===== config.mk =====
export PLATFORM = sky130hd
export DESIGN_NAME = lfu_cache_table
export DESIGN_NICKNAME = d
export VERILOG_FILES = /design/src/hw/rtl/lfu_pkg.sv /design/src/hw/rtl/lfu_cache_table.sv /design/src/hw/rtl/lfu_front.sv /design/src/hw/rtl/lfu_engine.sv
export SDC_FILE = /design/constraint.sdc
export NUM_CORES = 2
export LEC_CHECK = 0
export BUFFER_PORTS_ARGS = -buffer_cell sky130_fd_sc_hd__buf_4
export CAP_MARGIN = 20
export CORE_MARGIN = 3
export CORE_UTILIZATION = 57
export CTS_CLUSTER_SIZE = 30
export DETAILED_ROUTE_END_ITERATION = 8
export PLACE_DENSITY = 0.76
export SLEW_MARGIN = 20
export SYNTH_ARGS = -nofsm -noshare
export SYNTH_HDL_FRONTEND = slang
export SYNTH_SLANG_ARGS = --single-unit

===== constraint.sdc =====
create_clock -name i_clk -period 7.8 [get_ports i_clk]
set_input_delay 0.78 -clock i_clk [delete_from_list [all_inputs] [get_ports i_clk]]
set_output_delay 0.78 -clock i_clk [all_outputs]
set_load 0.02 [all_outputs]

===== src/hw/rtl/lfu_pkg.sv =====
// Shared types and constants for the LFU cache table.
`timescale 1ns / 1ps
package lfu_pkg;
    localparam int ENTRIES_DEF    = 16;
    localparam int COUNT_BITS_DEF = 16;
    localparam int CAP_BITS       = 5;
    localparam int QUEUE_DEPTH    = 2;

    localparam logic [1:0] CMD_GET   = 2'd0;
    localparam logic [1:0] CMD_SET   = 2'd1;
    localparam logic [1:0] CMD_CLEAR = 2'd2;

    typedef struct packed {
        logic [1:0]         cmd;
        logic signed [31:0] key;
        logic signed [31:0] value;
    } t_in_item;

    typedef struct packed {
        logic               hit;
        logic signed [31:0] read_value;
        logic [15:0]        use_count;
        logic               evicted;
        logic signed [31:0] evicted_key;
    } t_out_item;
endpackage


===== src/hw/rtl/lfu_cache_table.sv =====
// Top level of the LFU cache table: input queue, engine, config register.
`timescale 1ns / 1ps
// Usage:
//  Input side is a queue: drive push with full low to enter an item
//  (get, set or clear with key and value). Results come out in order:
//  while empty is low the oldest result sits on o_result; pop takes it.
//  One result per item. The capacity register is written through
//  i_cfg_valid / o_cfg_ready; ready is high only while the block is idle.
//  Get and set scan every table entry (one table entry is
//  examined per cycle in the engine's scan); a set that evicts adds
//  a rank update sweep over all entries; clear skips the scan.
//  The engine takes a new item only after the result of the last one
//  has been popped, so items are handled one at a time.
//  A two-deep input queue keeps accepting while the engine works, and the
//  engine holds one finished result; when the receiver stalls, the engine
//  stops after filling its result slot and the input queue then fills.
//  Reset empties the table, the queue and the result slot and sets the
//  capacity to 16.
module lfu_cache_table #(
    parameter int ENTRIES    = lfu_pkg::ENTRIES_DEF,
    parameter int COUNT_BITS = lfu_pkg::COUNT_BITS_DEF
) (
    input  logic                         i_clk,
    input  logic                         i_rst_n,
    input  logic                         push,
    output logic                         full,
    input  lfu_pkg::t_in_item            i_item,
    output logic                         empty,
    input  logic                         pop,
    output lfu_pkg::t_out_item           o_result,
    input  logic                         i_cfg_valid,
    output logic                         o_cfg_ready,
    input  logic [lfu_pkg::CAP_BITS-1:0] i_cfg_data
);
    logic [lfu_pkg::CAP_BITS-1:0] r_cap;
    logic q_valid, take, busy;
    lfu_pkg::t_in_item q_item;

    // capacity changes only with nothing in flight
    assign o_cfg_ready = !busy && !q_valid;

    always_ff @(posedge i_clk) begin
        if (!i_rst_n) r_cap <= lfu_pkg::CAP_BITS'(16);
        else if (i_cfg_valid && o_cfg_ready) r_cap <= i_cfg_data;
    end

    lfu_front u_front (
        .i_clk(i_clk), .i_rst_n(i_rst_n), .i_push(push), .i_item(i_item),
        .o_full(full), .o_valid(q_valid), .o_item(q_item), .i_take(take)
    );

    lfu_engine #(.ENTRIES(ENTRIES), .COUNT_BITS(COUNT_BITS)) u_engine (
        .i_clk(i_clk), .i_rst_n(i_rst_n), .i_cap(r_cap), .i_valid(q_valid),
        .i_item(q_item), .o_take(take), .o_busy(busy), .o_empty(empty),
        .o_result(o_result), .i_pop(pop)
    );
endmodule


===== src/hw/rtl/lfu_front.sv =====
// Front end: input queue that accepts and holds items for the engine.
`timescale 1ns / 1ps
module lfu_front (
    input  logic              i_clk,
    input  logic              i_rst_n,
    input  logic              i_push,
    input  lfu_pkg::t_in_item i_item,
    output logic              o_full,
    output logic              o_valid,
    output lfu_pkg::t_in_item o_item,
    input  logic              i_take
);
    lfu_pkg::t_in_item r_buf [lfu_pkg::QUEUE_DEPTH];
    logic r_wp, r_rp;
    logic [1:0] r_cnt;
    logic do_push, do_pop;

    assign o_full  = (r_cnt == 2'(lfu_pkg::QUEUE_DEPTH));
    assign o_valid = (r_cnt != 2'd0);
    assign o_item  = r_buf[r_rp];
    assign do_push = i_push && !o_full;
    assign do_pop  = i_take && o_valid;

    always_ff @(posedge i_clk) begin
        if (do_push) begin
            r_buf[r_wp] <= i_item;
        end
        if (!i_rst_n) begin
            r_wp  <= 1'b0;
            r_rp  <= 1'b0;
            r_cnt <= 2'd0;
        end else begin
            if (do_push) r_wp <= ~r_wp;
            if (do_pop)  r_rp <= ~r_rp;
            r_cnt <= r_cnt + 2'(do_push) - 2'(do_pop);
        end
    end
endmodule


===== src/hw/rtl/lfu_engine.sv =====
// Back end: scans entries one per cycle, updates the table, and holds the result.
`timescale 1ns / 1ps
module lfu_engine #(
    parameter int ENTRIES    = lfu_pkg::ENTRIES_DEF,
    parameter int COUNT_BITS = lfu_pkg::COUNT_BITS_DEF
) (
    input  logic                          i_clk,
    input  logic                          i_rst_n,
    input  logic [lfu_pkg::CAP_BITS-1:0]  i_cap,
    input  logic                          i_valid,
    input  lfu_pkg::t_in_item             i_item,
    output logic                          o_take,
    output logic                          o_busy,
    output logic                          o_empty,
    output lfu_pkg::t_out_item            o_result,
    input  logic                          i_pop
);
    localparam int IW = (ENTRIES > 1) ? $clog2(ENTRIES) : 1;
    localparam int OW = $clog2(ENTRIES + 1);
    localparam logic [COUNT_BITS-1:0] CMAX = '1;

    typedef enum logic [2:0] {S_IDLE, S_SCAN, S_ACT, S_RANK, S_OUT} t_state;
    t_state r_state;

    logic                  r_vld  [ENTRIES];
    logic [31:0]           r_key  [ENTRIES];
    logic [31:0]           r_val  [ENTRIES];
    logic [COUNT_BITS-1:0] r_cnt  [ENTRIES];
    logic [IW-1:0]         r_rank [ENTRIES];
    logic [OW-1:0]         r_occ;

    lfu_pkg::t_in_item r_cur;
    logic [IW:0]   r_i;
    logic          r_found, r_have_vic, r_have_free;
    logic [IW-1:0] r_slot, r_vic, r_free, r_vrank;
    lfu_pkg::t_out_item r_res;
    logic          r_full_q;
    logic [OW-1:0] cap_eff;
    logic [IW-1:0] idx;
    logic [COUNT_BITS-1:0] bumped;
    logic [15:0]   bump16;

    assign idx     = r_i[IW-1:0];
    assign cap_eff = (32'(i_cap) > ENTRIES) ? OW'(ENTRIES) : OW'(i_cap);
    assign bumped  = (r_cnt[r_slot] == CMAX) ? CMAX : r_cnt[r_slot] + 1'b1;
    assign bump16  = 16'(32'(bumped));
    assign o_take  = (r_state == S_IDLE) && !r_full_q;
    assign o_busy  = (r_state != S_IDLE) || r_full_q;
    assign o_empty = !r_full_q;
    assign o_result = r_res;

    always_ff @(posedge i_clk) begin
        if (!i_rst_n) begin
            r_state  <= S_IDLE;
            r_full_q <= 1'b0;
            r_occ    <= '0;
            for (int j = 0; j < ENTRIES; j++) r_vld[j] <= 1'b0;
        end else begin
            case (r_state)
                S_IDLE: begin
                    // the result slot is only ever full while idle
                    if (r_full_q) begin
                        if (i_pop) r_full_q <= 1'b0;
                    end else if (i_valid) begin
                        r_cur       <= i_item;
                        r_i         <= '0;
                        r_found     <= 1'b0;
                        r_have_vic  <= 1'b0;
                        r_have_free <= 1'b0;
                        r_res       <= '0;
                        if (i_item.cmd == lfu_pkg::CMD_CLEAR) begin
                            for (int j = 0; j < ENTRIES; j++) r_vld[j] <= 1'b0;
                            r_occ   <= '0;
                            r_state <= S_OUT;
                        end else if (i_item.cmd == lfu_pkg::CMD_GET ||
                                     i_item.cmd == lfu_pkg::CMD_SET) begin
                            r_state <= S_SCAN;
                        end else begin
                            r_state <= S_OUT;
                        end
                    end
                end
                S_SCAN: begin
                    // one entry per cycle: key match, first free, LFU victim
                    if (r_vld[idx]) begin
                        if (!r_found && r_key[idx] == r_cur.key) begin
                            r_found <= 1'b1;
                            r_slot  <= idx;
                        end
                        if (!r_have_vic || r_cnt[idx] < r_cnt[r_vic] ||
                            (r_cnt[idx] == r_cnt[r_vic] && r_rank[idx] < r_vrank)) begin
                            r_have_vic <= 1'b1;
                            r_vic      <= idx;
                            r_vrank    <= r_rank[idx];
                        end
                    end else if (!r_have_free) begin
                        r_have_free <= 1'b1;
                        r_free      <= idx;
                    end
                    if (32'(r_i) == ENTRIES - 1) r_state <= S_ACT;
                    r_i <= r_i + 1'b1;
                end
                S_ACT: begin
                    r_state <= S_OUT;
                    if (r_found) begin
                        r_res.hit       <= 1'b1;
                        if (r_cur.cmd == lfu_pkg::CMD_GET) begin
                            r_cnt[r_slot]    <= bumped;
                            r_res.read_value <= r_val[r_slot];
                            r_res.use_count  <= bump16;
                        end else if (cap_eff == '0) begin
                            r_res.use_count <= 16'(32'(r_cnt[r_slot]));
                        end else begin
                            r_cnt[r_slot]   <= bumped;
                            r_val[r_slot]   <= r_cur.value;
                            r_res.use_count <= bump16;
                        end
                    end else if (r_cur.cmd == lfu_pkg::CMD_SET && cap_eff != '0) begin
                        if (r_occ >= cap_eff && r_have_vic) begin
                            // evict, then close the gap in insertion ranks
                            r_res.evicted     <= 1'b1;
                            r_res.evicted_key <= r_key[r_vic];
                            r_vld[r_vic]      <= 1'b0;
                            r_occ             <= r_occ - 1'b1;
                            r_i               <= '0;
                            r_state           <= S_RANK;
                        end else if (r_have_free) begin
                            r_vld[r_free]   <= 1'b1;
                            r_key[r_free]   <= r_cur.key;
                            r_val[r_free]   <= r_cur.value;
                            r_cnt[r_free]   <= COUNT_BITS'(1);
                            r_rank[r_free]  <= IW'(r_occ);
                            r_occ           <= r_occ + 1'b1;
                            r_res.use_count <= 16'd1;
                        end
                    end
                end
                S_RANK: begin
                    if (r_vld[idx] && r_rank[idx] > r_vrank)
                        r_rank[idx] <= r_rank[idx] - 1'b1;
                    r_i <= r_i + 1'b1;
                    if (32'(r_i) == ENTRIES - 1) begin
                        // the victim's slot is free now; lowest free is min(free, vic)
                        r_free      <= (r_have_free && r_free < r_vic) ? r_free : r_vic;
                        r_have_free <= 1'b1;
                        r_have_vic  <= 1'b0;
                        r_state     <= S_ACT;
                    end
                end
                S_OUT: begin
                    r_full_q <= 1'b1;
                    r_state  <= S_IDLE;
                end
                default: r_state <= S_IDLE;
            endcase
        end
    end
endmodule


# [Yosys cells after proc, flatten, opt, wreduce, memory -nomap -nowiden]
# Memory sizes are Yosys's and may differ from the RTL's. A register that Yosys moved wholly into a read port is not among the register bits.
# Cells that the tools add are included.
[word_totals] n_memories=6 mem_bits_rw=1492 register_bits=190 elab_cells=285 input_bits=76 output_inout_bits=85
[classes] n_lt_le_gt_ge=6 reduce_logical=54 bitwise_logic=20 n_mux=137 add_sub_neg=7 eq_ne=32
[mem_list] name="u_engine.r_key" depth=16 width=32 read_ports=2 rd_clocked_by_memory_dff=2 wr=1 line_no="lfu_engine.sv:26" text="logic [31:0] r_key [ENTRIES];"
[mem_list] name="u_engine.r_val" depth=16 width=32 read_ports=1 rd_clocked_by_memory_dff=1 wr=1 line_no="lfu_engine.sv:27" text="logic [31:0] r_val [ENTRIES];"
[mem_list] name="u_engine.r_cnt" depth=16 width=16 read_ports=3 rd_clocked_by_memory_dff=3 wr=1 line_no="lfu_engine.sv:28" text="logic [COUNT_BITS-1:0] r_cnt [ENTRIES];"
[mem_list] name="u_front.r_buf" depth=2 width=66 read_ports=1 rd_clocked_by_memory_dff=1 wr=1 line_no="lfu_front.sv:13" text="lfu_pkg::t_in_item r_buf [lfu_pkg::QUEUE_DEPTH];"
[mem_list] name="u_engine.r_rank" depth=16 width=4 read_ports=1 rd_clocked_by_memory_dff=1 wr=1 line_no="lfu_engine.sv:29" text="logic [IW-1:0] r_rank [ENTRIES];"
[mem_list] name="u_engine.r_vld" depth=16 width=1 read_ports=1 rd_clocked_by_memory_dff=1 wr=16 line_no="lfu_engine.sv:25" text="logic r_vld [ENTRIES];"
[op_table] operator="$mux W82" n=2
[op_table] operator="$pmux W82 S2" n=1
[op_table] operator="$mux W16" n=8
[op_table] operator="$mux W33" n=3
[op_table] operator="$mux W1" n=73
[op_table] operator="$mux W4" n=18
[op_table] operator="$mux W5" n=13
[op_table] operator="$mux W32" n=2
[op_table] operator="$mux W49" n=1
[op_table] operator="$reduce_and A7 Y1" n=5
[op_table] operator="$eq A32 B32 Y1" n=1
[op_table] operator="$reduce_or A32 Y1" n=1
[op_table] operator="$mux W3" n=8
[op_table] operator="$reduce_and A6 Y1" n=4
[op_table] operator="$ne A2 B1 Y1 const B" n=9
[op_table] operator="$or A1 B1 Y1" n=17
[op_table] operator="$add A16 B1 Y16 const B" n=1
[op_table] operator="$eq A16 B16 Y1" n=1
[op_table] operator="$eq A16 B16 Y1 const B" n=1
[op_table] operator="$lt A16 B16 Y1" n=1
[op_table] operator="$reduce_or A16 Y1" n=1
[op_table] operator="$pmux W5 S3" n=1
[op_table] operator="$ne A2 B2 Y1 const B" n=7
[op_table] operator="$reduce_and A4 Y1" n=3
[op_table] operator="37 further kinds" n=74

# [Logic depth before layout (Yosys ltp)]
[depth] word_depth=13 ltp_mapped=19 mapped_depth_nobuf=15

# [Modules after synthesis]
# From an unflattened synthesis, not the netlist that was laid out.
[hier_totals] hier_cells=3595 area_unflattened_um2=74233.7
[modules_own_cells] module="lfu_engine" instances=1 seq_area_each_um2=46334.4 area_per_inst_um2=68853.5 cells_each=3340
[modules_own_cells] module="lfu_front" instances=1 seq_area_each_um2=4063.9 area_per_inst_um2=5159.9 cells_each=232
[modules_own_cells] module="lfu_cache_table" instances=1 seq_area_each_um2=100.1 area_per_inst_um2=220.2 cells_each=23

# [Worst setup path after synthesis]
# Ideal clock, no wire load.
[synth_timing] kind="input -> register" startpoint="in i_rst_n" endpoint="reg u_engine.r_found, enable pin" path_stages=4 arrival_time_ns=8.008 path_slack_ns=-0.533 required_ns=7.475 n_path_buf=1 setup_time_ns=0.325 cell_sequence="buf_2 nand2_1 nor4_1 o21bai_1"
[synth_via] elab_chain_len=1
[synth_lines] element="start: declaration" line_no="lfu_cache_table.sv:24" text="input logic i_rst_n,"
[synth_lines] element="$reduce_and A6 Y1 (no source line)"
[synth_lines] element="end signal: assignment" line_no="lfu_engine.sv:67" text="r_found <= 1'b0;"
[synth_lines] element="end signal: assignment" line_no="lfu_engine.sv:87" text="r_found <= 1'b1;"
[synth_lines] element="end: declaration" line_no="lfu_engine.sv:34" text="logic r_found, r_have_vic, r_have_free;"
# No other way between the ends.
# A chain may end at the register's enable or synchronous reset.

==> results.py <==
metrics = {
    "place": {
        "placed_cells": 5307,
        "placed_area_sq_mm": 0.07737,
        "place_congestion": 0.8723,
        "hpwlAfterDp_microns": 97190,
        "port_buffers": 160,
    },
    "sta": {
        "max_freq_mhz": 185.4,
        "skew_ns": 0.03818,
        "finalMaxSlewViolations": 0,
        "setup_viol": 0,
        "worstMarginPinSlew_ns": 1.084,
        "relSlewSlack": 0.2771,
        "tns_ns": 0,
        "rsz0062_at_grt": "no",
        "hold_viol": 0,
        "post-route-period-util": 0.6914,
        "period_minus_slack_ns": 5.393,
    },
    "power_and_ir_drop": {
        "p_comb_frac": 0.193,
        "intPower_mw": 18.08,
        "p_per_area_mw_per_mm2": 304.8,
        "clockPowerShare": 0.321,
        "p_sw_mw": 7.230,
        "seqPwrFrac": 0.485,
        "swShare": 0.2857,
        "p_leak_nw": 26.49,
        "total_power_mw": 25.31,
        "ir_drop_mv": 0.2756,
    },
    "floorplan": {
        "die_area_sq_mm": 0.1341,
        "start_util": 0.5769,
        "die_h_microns": 366.2,
        "fp.coreArea_sq_mm": 0.1282,
        "io_pins": 161,
        "row_count": 131,
        "chipWidth_microns": 366.2,
    },
    "final_layout": {
        "seq_area_sq_mm": 0.05055,
        "drive_above_1_share": 0.3502,
        "syn2layout_area_growth_pct": 12.31,
        "fin_nets": 3865,
        "multi_input_area_sq_mm": 0.02253,
        "antenna-diode-count": 0,
        "design_area_sq_mm": 0.08304,
        "fillerInstances": 8398,
        "finalNonFillerCells": 5621,
    },
    "hold_path": {
        "whs_path_depth": 1,
        "hp-start": "i_item[7]",
        "min_to": "u_front.r_buf[0][7]",
        "hold_class": "input pin to flop",
    },
    "routing": {
        "drtIter0Drc": 4872,
        "vias": 38600,
        "routed_wl_microns": 179500,
        "vias_per_cell": 6.867,
        "avgRoutedWirePerCell_microns": 31.94,
        "dr.pass1.iters": 6,
        "antenna_left": 0,
        "drc": 0,
    },
    "job": {
        "drv_cap": 0,
    },
    "clocking": {
        "cts_inserted_buffers": 169,
        "cts_resized": 0,
        "cts.clk_slew.worst_paths_ns": 0.06,
        "cts.sinks": 1695,
        "clock_latency_ns": 0.83,
        "cts_tree": "yes",
        "clockBufferDepth": 3,
        "cts_hold_buf": 0,
        "clock-root-buffer": "clkbuf_16",
        "cts_setup_buffers": 0,
        "htree_levels": 4,
    },
    "critical_path": {
        "crit_buf_inv": 2,
        "required_ns": 8.49,
        "rrSetupSlack_ns": 2.41,
        "start_kind": "flop",
        "crit_family": "multiplexers",
        "endpoint_kind": "flop",
        "path_class": "flop to flop",
        "worstRegToRegCells": 11,
        "slowest_stage": "dfxtp_4",
        "cp_cell_sequence": "buf_4 > mux4_2 > mux4_2 > inv_1 > ha_1 > nand4_1 > or2_2 > o41ai_1 > a21oi_1 > nor3_2 > mux2_2",
        "crit_arrival_ns": 6.08,
        "cp_max_fo": 41,
        "cpPeakStageDelay_ns": 0.89,
        "path_common_cell": "mux4_2",
    },
    "global_route": {
        "antenna_found_initial": 2,
        "grt_max_degree": 129,
        "grt_util_all_layers": 0.2707,
        "grt_pass1_vias": 39180,
        "grt_pass1_wl_microns": 264900,
        "overflow": 0,
    },
    "synthesis": {
        "synthesis.area_sq_mm": 0.07394,
        "synthesis.nets": 3660,
        "yosysWarnings": 0,
        "synth_edf_count": 1655,
        "synth_ff_type": "edfxtp_1",
        "synth-async-reset-ratio": 0,
        "ys_seq_area_frac": 0.6830,
        "syn_avg_cell_area_sq_um": 20.85,
        "syn_inst": 3546,
        "synthDistinctLibCells": 76,
        "ys_ff_latch": 1695,
    },
    "outcome": {
        "status": "completed",
    },
}
==> how the worst max path moves through the flow <==
stage / start / endpoint / cells past startpoint
floorplan: u_engine.r_occ[0] / u_engine.o_result[0] / 11
global placement: flop / flop / 11
CTS: flop / flop / 11
finish: flop / flop / 11
detailed placement: flop / flop / 11
global route: flop / flop / 11
==> layout by cell type (no fill, tap or decap), types with 19 or more instances in the layout <==
cell type,Yosys,final
edfxtp_1,1655,1655
mux4_2,689,689
buf_4,14,244
clkbuf_16,0,170
mux2_2,83,83
mux2i_1,80,80
and2_1,80,79
nor2_1,117,75
inv_1,56,55
nand2_1,49,49
xnor2_1,37,37
a21oi_1,44,37
ha_1,37,37
clkbuf_1,111,37
o21ai_0,38,36
nor2_4,1,35
clkinv_1,0,32
dfxtp_1,40,27
clkinv_2,0,26
nor3_1,27,23
nor2b_1,20,20
nand3_1,19,19
==> area by class of cell <==
class,instances,area share
Multi-Input combinational cell,1577,0.2713
Clock buffer,211,0.05356
Inverter,56,0.002546
Timing Repair Buffer,252,0.02408
Tap cell,1729,0.02605
Clock inverter,101,0.01379
Sequential cell,1695,0.6087
==> layer usage <==
layer	GRT usage	wire, microns	vias up
li1	-	-	15520
met1	0.3849	68490	20380
met2	0.4247	87060	2329
met3	0.05490	17960	377
met4	0.09583	6004	2
met5	0	17	-
==> metrics by stage <==
stage,hold WS (ns),worst slack (ns),util
after detailed placement,0.4680,2.396,0.6036
after CTS,0.07793,2.366,0.6473
after global routing,0.09841,1.995,0.6479
final,0.1335,2.407,0.6479
after floorplan,0.4443,0.2933,-
after global placement,0.4538,2.529,0.6036
==> kinds of logic (layout without fill, tap and decap cells) <==
logic type                 count (synthesis)  count (layout)  synth area share
DFF                                     1695            1695            0.6830
adders and majority gates                 38              38          0.006532
and+or+nand+nor                          415             415           0.03026
AOI/OAI and AO/OA                        202             202           0.01833
buffers and inverters                    274             620           0.01741
muxes                                    867             867            0.2380
xor gates and xnor gates                  55              55          0.006515
==> power by group through the flow <==
stage	clock, mW	sequential [mW]	combinational, mW
finish	8.13	12.3	4.89
global route	8.62	12.4	5.19
CTS	8.26	12.3	4.91
detailed placement	0	12.4	4.87
global placement	0	12.4	4.82
floorplan	0	12.1	3.32
==> sequential cells by signal, indices dropped and copies added, names as in the netlist, 3 cells and up, named ones only <==
| signal | cells |
|---|---|
| u_engine.o_result | 82 |
| u_engine.r_free | 4 |
| u_engine.r_cnt | 256 |
| u_engine.r_state | 3 |
| u_engine.r_val | 512 |
| u_engine.r_occ | 5 |
| u_engine.r_i | 5 |
| u_engine.r_key | 512 |
| r_cap | 5 |
| u_engine.r_vic | 4 |
| u_engine.r_cur | 66 |
| u_engine.r_rank | 64 |
| u_engine.r_vrank | 4 |
| u_engine.r_slot | 4 |
| u_engine.r_vld | 16 |
| u_front.r_buf | 132 |
==> cells in the mapped netlist (all sizes together), types with 12 or more instances <==
library cell	number	area share
dfxtp	40	0.011
o21ai	39	0.0026
xor2	18	0.0021
xnor2	37	0.0044
mux2i	80	0.011
ha	37	0.0063
edfxtp	1655	0.67
mux2	87	0.013
nor3	29	0.0021
mux4	700	0.21
nand2	49	0.0025
and2	81	0.0069
inv	56	0.0028
a21oi	44	0.0030
and3	22	0.0019
nand4	12	0.0010
a31oi	13	0.0011
nand3	20	0.0015
buf	107	0.0089
clkbuf	111	0.0056
nor2	118	0.0061
nor2b	20	0.0017
nand2b	15	0.0013
Power figures use the tool's default switching activity.
